--- src/rtl/core/tkcf_pkg.sv ---
package tkcf_pkg;

   // build options
   localparam int CORDIC_STEPS = 20;
   localparam logic [16:0] ABS_ETA_MIN = 17'd0;
   localparam logic [16:0] ABS_ETA_MAX = 17'd32768;
   localparam logic KEEP_NEUTRAL = 1'b1;

   // datapath widths: CORDIC x/y, CORDIC angle, log sums
   localparam int XW = 54;
   localparam int ZW = 36;
   localparam int LW = 42;

   // last step of the multiply sequence and of the normalizer
   localparam logic [4:0] MUL_LAST = 5'd9;
   localparam logic [4:0] NORM_LAST = 5'd5;

   // register indexes
   localparam logic [3:0] CSR_RHO_MAX = 4'd0;
   localparam logic [3:0] CSR_ABS_Z_MAX = 4'd1;
   localparam logic [3:0] CSR_PHI_MIN = 4'd2;
   localparam logic [3:0] CSR_PHI_MAX = 4'd3;
   localparam logic [3:0] CSR_ETA_MIN = 4'd4;
   localparam logic [3:0] CSR_ETA_MAX = 4'd5;
   localparam logic [3:0] CSR_PT_MIN = 4'd6;
   localparam logic [3:0] CSR_PT_MAX = 4'd7;

   // fixed point constants, Q30
   localparam logic [31:0] K_Q30 = 32'd1768195363;
   localparam logic [31:0] K2_Q30 = 32'd2911793853;
   localparam logic signed [LW-1:0] LN2_Q30 = 42'sd744261118;
   localparam logic signed [LW-1:0] LNK_Q30 = 42'sd535593028;
   localparam logic signed [XW-1:0] ONE_X = 54'sd1073741824;
   localparam logic signed [ZW-1:0] ONE_Z = 36'sd1073741824;

   typedef struct packed {
      logic signed [31:0] pos_x;
      logic signed [31:0] pos_y;
      logic signed [31:0] pos_z;
      logic signed [31:0] mom_x;
      logic signed [31:0] mom_y;
      logic signed [31:0] mom_z;
      logic signed [3:0]  charge;
      logic               last_of_vertex;
   } item_type;

   typedef struct packed {
      logic keep;
      logic vertex_kept;
      logic vertex_end;
   } result_type;

   typedef struct packed {
      logic [31:0]        rho_max;
      logic [31:0]        abs_z_max;
      logic signed [16:0] phi_min;
      logic signed [16:0] phi_max;
      logic signed [16:0] eta_min;
      logic signed [16:0] eta_max;
      logic [31:0]        pt_min;
      logic [31:0]        pt_max;
   } cfg_type;

   typedef enum logic [3:0] {
      ST_IDLE,
      ST_MUL,
      ST_CIRC_PHI,
      ST_LOAD_P,
      ST_CIRC_P,
      ST_LOAD_LN,
      ST_NORM,
      ST_LOAD_HYP,
      ST_HYP,
      ST_LN_DONE,
      ST_EMIT
   } back_state_type;

   typedef struct packed {
      logic        load;
      logic        step;
      logic        hyp;
      logic [5:0]  shift;
      logic [29:0] angle;
   } cordic_cmd_type;

   // magnitude of a 32 bit signed value
   function automatic logic [31:0] mag32(input logic signed [31:0] v);
      return v[31] ? 32'(-v) : 32'(v);
   endfunction

   // atan(2^-i) in units of pi/2^30
   function automatic logic [29:0] atan_angle(input logic [4:0] i);
      logic [29:0] a;
      unique case (i)
         5'd0:  a = 30'd268435456;
         5'd1:  a = 30'd158466703;
         5'd2:  a = 30'd83729454;
         5'd3:  a = 30'd42502378;
         5'd4:  a = 30'd21333666;
         5'd5:  a = 30'd10677233;
         5'd6:  a = 30'd5339919;
         5'd7:  a = 30'd2670123;
         5'd8:  a = 30'd1335082;
         5'd9:  a = 30'd667543;
         5'd10: a = 30'd333772;
         5'd11: a = 30'd166886;
         5'd12: a = 30'd83443;
         5'd13: a = 30'd41722;
         5'd14: a = 30'd20861;
         5'd15: a = 30'd10430;
         5'd16: a = 30'd5215;
         5'd17: a = 30'd2608;
         5'd18: a = 30'd1304;
         5'd19: a = 30'd652;
         5'd20: a = 30'd326;
         5'd21: a = 30'd163;
         5'd22: a = 30'd81;
         5'd23: a = 30'd41;
         5'd24: a = 30'd20;
         5'd25: a = 30'd10;
         5'd26: a = 30'd5;
         5'd27: a = 30'd3;
         5'd28: a = 30'd1;
         5'd29: a = 30'd1;
         default: a = 30'd0;
      endcase
      return a;
   endfunction

   // atanh(2^-i) in Q30; beyond the table it equals 2^-i
   function automatic logic [29:0] hyp_angle(input logic [5:0] i);
      logic [29:0] a;
      unique case (i)
         6'd1:  a = 30'd589812981;
         6'd2:  a = 30'd274247419;
         6'd3:  a = 30'd134923406;
         6'd4:  a = 30'd67196451;
         6'd5:  a = 30'd33565361;
         6'd6:  a = 30'd16778582;
         6'd7:  a = 30'd8388779;
         6'd8:  a = 30'd4194325;
         6'd9:  a = 30'd2097155;
         6'd10: a = 30'd1048576;
         default: a = (i <= 6'd30 && i != 6'd0) ? (30'd1 << (6'd30 - i)) : 30'd0;
      endcase
      return a;
   endfunction

endpackage

--- src/rtl/core/tkcf_front.sv ---
module tkcf_front (
   input  logic               clock,
   input  logic               reset,
   input  logic               req_valid,
   output logic               req_stall,
   input  tkcf_pkg::item_type req_payload,
   output logic               q_valid,
   output tkcf_pkg::item_type q_item,
   input  logic               q_pop
);
   import tkcf_pkg::*;

   item_type   mem_ff [2];
   logic       wr_ptr_ff;
   logic       rd_ptr_ff;
   logic [1:0] count_ff;
   logic       push;

   assign req_stall = (count_ff == 2'd2);
   assign push = req_valid && !req_stall;
   assign q_valid = (count_ff != 2'd0);
   assign q_item = mem_ff[rd_ptr_ff];

   // store accepted items
   always_ff @(posedge clock) begin
      if (push) begin
         mem_ff[wr_ptr_ff] <= req_payload;
      end
   end

   // advance pointers and fill count
   always_ff @(posedge clock) begin
      if (reset) begin
         wr_ptr_ff <= 1'b0;
         rd_ptr_ff <= 1'b0;
         count_ff <= 2'd0;
      end else begin
         if (push) begin
            wr_ptr_ff <= !wr_ptr_ff;
         end
         if (q_pop) begin
            rd_ptr_ff <= !rd_ptr_ff;
         end
         if (push && !q_pop) begin
            count_ff <= count_ff + 2'd1;
         end else if (q_pop && !push) begin
            count_ff <= count_ff - 2'd1;
         end
      end
   end

   a_count_range: assert property (@(posedge clock) disable iff (reset)
      count_ff != 2'd3) else $error("queue count out of range");
   a_pop_nonempty: assert property (@(posedge clock) disable iff (reset)
      q_pop |-> count_ff != 2'd0) else $error("pop from empty queue");
   a_push_grows: assert property (@(posedge clock) disable iff (reset)
      (push && !q_pop) |=> count_ff == $past(count_ff) + 2'd1)
      else $error("push did not grow queue");

endmodule

--- config.mk ---
export PLATFORM = sky130hd
export DESIGN_NAME = tkcf_front
export DESIGN_NICKNAME = d
export VERILOG_FILES = /design/src/rtl/core/tkcf_pkg.sv /design/src/rtl/core/tkcf_front.sv
export SDC_FILE = /design/constraint.sdc
export NUM_CORES = 1
export LEC_CHECK = 0
export BUFFER_PORTS_ARGS = -buffer_cell sky130_fd_sc_hd__clkbuf_2
export CORE_AREA = 2 2 176 178
export DETAILED_ROUTE_END_ITERATION = 10
export DIE_AREA = 0 0 178 180
export PLACE_DENSITY = 0.79
export SYNTH_ARGS = -nofsm -noshare
export SYNTH_HDL_FRONTEND = slang
export SYNTH_SLANG_ARGS = --single-unit
--- constraint.sdc ---
create_clock -name clock -period 8.6 [get_ports clock]
set_input_delay 1.72 -clock clock [delete_from_list [all_inputs] [get_ports clock]]
set_output_delay 1.72 -clock clock [all_outputs]
set_load 0.05 [all_outputs]
==> metrics.md <==
| Metric | Value |
|---|---|
| R2R Path End | mem_ff[0][155] |
| Final hold vios | 0 |
| Fin crit period | 4.533 ns |
| Setup Viol. Count Final | 0 |
| Rel. slew slack | roughly 29% |
| Syn Area/Cell | 23.40 sq um |
| Clock Sinks | 399 |
| Final HPWL DP | 18,940 um |
| Clk_lat worst skew | 0.51 ns |
| TritonCTS clock tree | yes |
| Initial antenna violation count | 2 |
| Unrepaired setup endpoints after global routing | false |
| Die footprint | 32,040 sq um |
| Final ANT Viol Nets | 0 |
| Starting Density | 49.44% |
| Register area share after synthesis | between 70% and 80% |
| Number of global-route vias before repair | 7,581 |
| Placed cells | 1,416 |
| DR iter-0 viols | 496 |
| Status | completed |
| Final Max Slew Viols | 0 |
| Total Routing Usage GR | 17.22% |
| Layout Nets | ~1,300 |
| Synth Area in Simple Gates | 0.3101% |
| Grt ovf | 0 |
| Leak | 7.270 nW |
| Max-cap violations | 0 |
| H-Tree Depth | 2 |
| Main combinational cell family by area after synthesis | multiplexers |
| Fmax achieved | 220.6 MHz |
| Vias | 7,463 |
| Die width | 178 um |
| Yosys reg bits | 399 |
| Post-route DRC | 0 |
| Drt pass-1 iters | 4 |
| Worst Path Required | slightly below 7 ns |
| Worst reg2reg path depth | 4 |
| Peak supply drop | 0.2689 mV |
| Clock Skew | between 0.01 and 0.015 ns |
| Critical path arrival | between 2 and 3 ns |
| Post-synthesis xor/xnor area fraction | less than 1% |
| Max clock buf depth | 3 |
| RD Place Congestion | between 0.7 and 0.8 |
| Share of layout cells above drive strength 1 | 60.77% |
| Final period util | around 53% |
| Clock root buffer master | clkbuf_16 |
| Die H | 180 um |
| Setup Buffers After CTS | 0 |
| Port bufs | 399 |
| WS Path Type | reg -> out |
| Mux share of post-synthesis cell area | 17.88% |
| Worst R2R Start | count_ff[0] |
| Largest net degree at the start of global routing | 129 |
| Yosys cell types | 17 |
| Synth Area in Compound Gates | less than 1% |
| CP max FO | 66 |
| Post-Synthesis Cells | 638 |
| Routed wire length | 28,420 um |
| Adder-Cell Fraction of Synth Area | 0.08382% |
| WL/cell | 19.16 um |
| Yosys warns | 0 |
| Crit start category | flop |
| Non-filler cells, final | roughly 1,500 |
| FP Rows | 64 |
| Ports | 400 |
| Total power | between 5 and 6 mW |
| Synthesis-to-finish area growth | 24.07% |
| Core Region | about 30,000 sq um |
| Total CTS buffers | 40 |
| Setup slack, reg-to-reg | ~5.7 ns |
| Post-DR vias/cell | 5.032 |
| Syn nets | 840 |
| Fin Setup TNS | 0 ns |
| Most common cell after layout, fill and taps aside | clkbuf_2 |
| Syn Std Cell Area | between 10,000 and 15,000 sq um |
| Worst-Margin Slew | 1.067 ns |
| Hold_buf cts | 0 |
| # resized after CTS | 0 |
| Pwr dens | 278.4 nW/um^2 |
| Worst setup path endpoint | q_item[195] |
| Commonest non-fill, non-tap cells in the layout | clkbuf_2 (399), edfxtp_1 (394), mux2_4 (120) |
| Worst-path clk slew | 0.06 ns |
| Crit. End Element | primary output |
| Hold crit path type | reg -> reg |
| Global-route wire length before repair | 42,120 um |
## sequential cells by signal, indices dropped and copies added, names as in the netlist, named ones only
signal     cells
rd_ptr_ff      1
wr_ptr_ff      1
mem_ff       394
count_ff       2
## synth_stat cells
| cell type | n | area (sq um) |
|---|---|---|
| a21oi_1 | 2 | 10.01 |
| and2_1 | 1 | 6.260 |
| buf_2 | 6 | 30.03 |
| buf_6 | 16 | 180.2 |
| dfxtp_1 | 5 | 100.1 |
| edfxtp_1 | 394 | 11830 |
| ha_1 | 1 | 12.51 |
| inv_1 | 3 | 11.26 |
| mux2_2 | 77 | 867.1 |
| mux2_4 | 120 | 1802 |
| nor2_1 | 4 | 15.01 |
| nor2b_1 | 1 | 6.260 |
| o21ai_0 | 2 | 10.01 |
| or2_2 | 1 | 6.260 |
| or3_1 | 2 | 12.51 |
| xnor2_1 | 1 | 8.760 |
| xor2_1 | 2 | 17.52 |
## per-layer routing
metal | track usage (%) | up-vias | share of wire [%]
met4 | 6.230 | 0 | 3.2
met2 | 28.93 | 349 | 49
met3 | 6.176 | 66 | 10
met1 | 20.36 | 3660 | 38
li1 | - | 3388 | -
met5 | 0 | - | 0
## worst min-delay path by stage
stage	start	to	slack (ns)	cells past startpoint
finish	count_ff[1]	count_ff[1]	0.50	2
CTS	count_ff[1]	count_ff[1]	0.50	2
floorplan	wr_ptr_ff	wr_ptr_ff	0.45	2
global placement	count_ff[1]	count_ff[1]	0.47	2
global route	count_ff[1]	count_ff[1]	0.55	2
detailed placement	count_ff[1]	count_ff[1]	0.49	2
## power breakdown
group / total (mW) / leakage (nW) / switching [mW] / internal (mW)
Combinational: 1.09 / 2.94 / 0.780 / 0.309
Sequential: 2.42 / 3.72 / 0.0503 / 2.37
Clock: 1.65 / 0.611 / 0.662 / 0.989
## cells by family after synthesis
family,after synthesis
flip-flops,399
multiplexers,197
buffers and inverters,25
AND/OR/NAND/NOR,9
AO/OA/AOI/OAI,4
XOR/XNOR,3
adder cells (fa/ha/maj),1
## metrics by stage
stage	setup slack [ns]	utilization [%]	hold slack, ns	area (sq um)
final	4.067	61.34	0.5039	18520
after CTS	3.998	61.34	0.5013	18520
after floorplan	1.603	-	0.4516	14930
after detailed placement	4.245	57.22	0.4930	17270
after global placement	4.304	57.22	0.4689	17270
after global routing	3.923	61.34	0.5466	18520
## layout make-up
class	count	area [sq um]
clock inverter	16	183.9
antenna	1	2.502
tap	396	495.5
fill	2158	11670
clock buffer	50	1060
inverter	3	18.77
timing repair buffer	404	2047
multi-input combinational	214	2776
sequential	399	11940
## critical path, stage by stage (launching register included)
cell      delay (ns)
dfxtp_4         0.67
buf_4           0.90
mux2_2          0.43
clkbuf_2        0.24
Note: power is estimated with default switching activity, not from simulation.
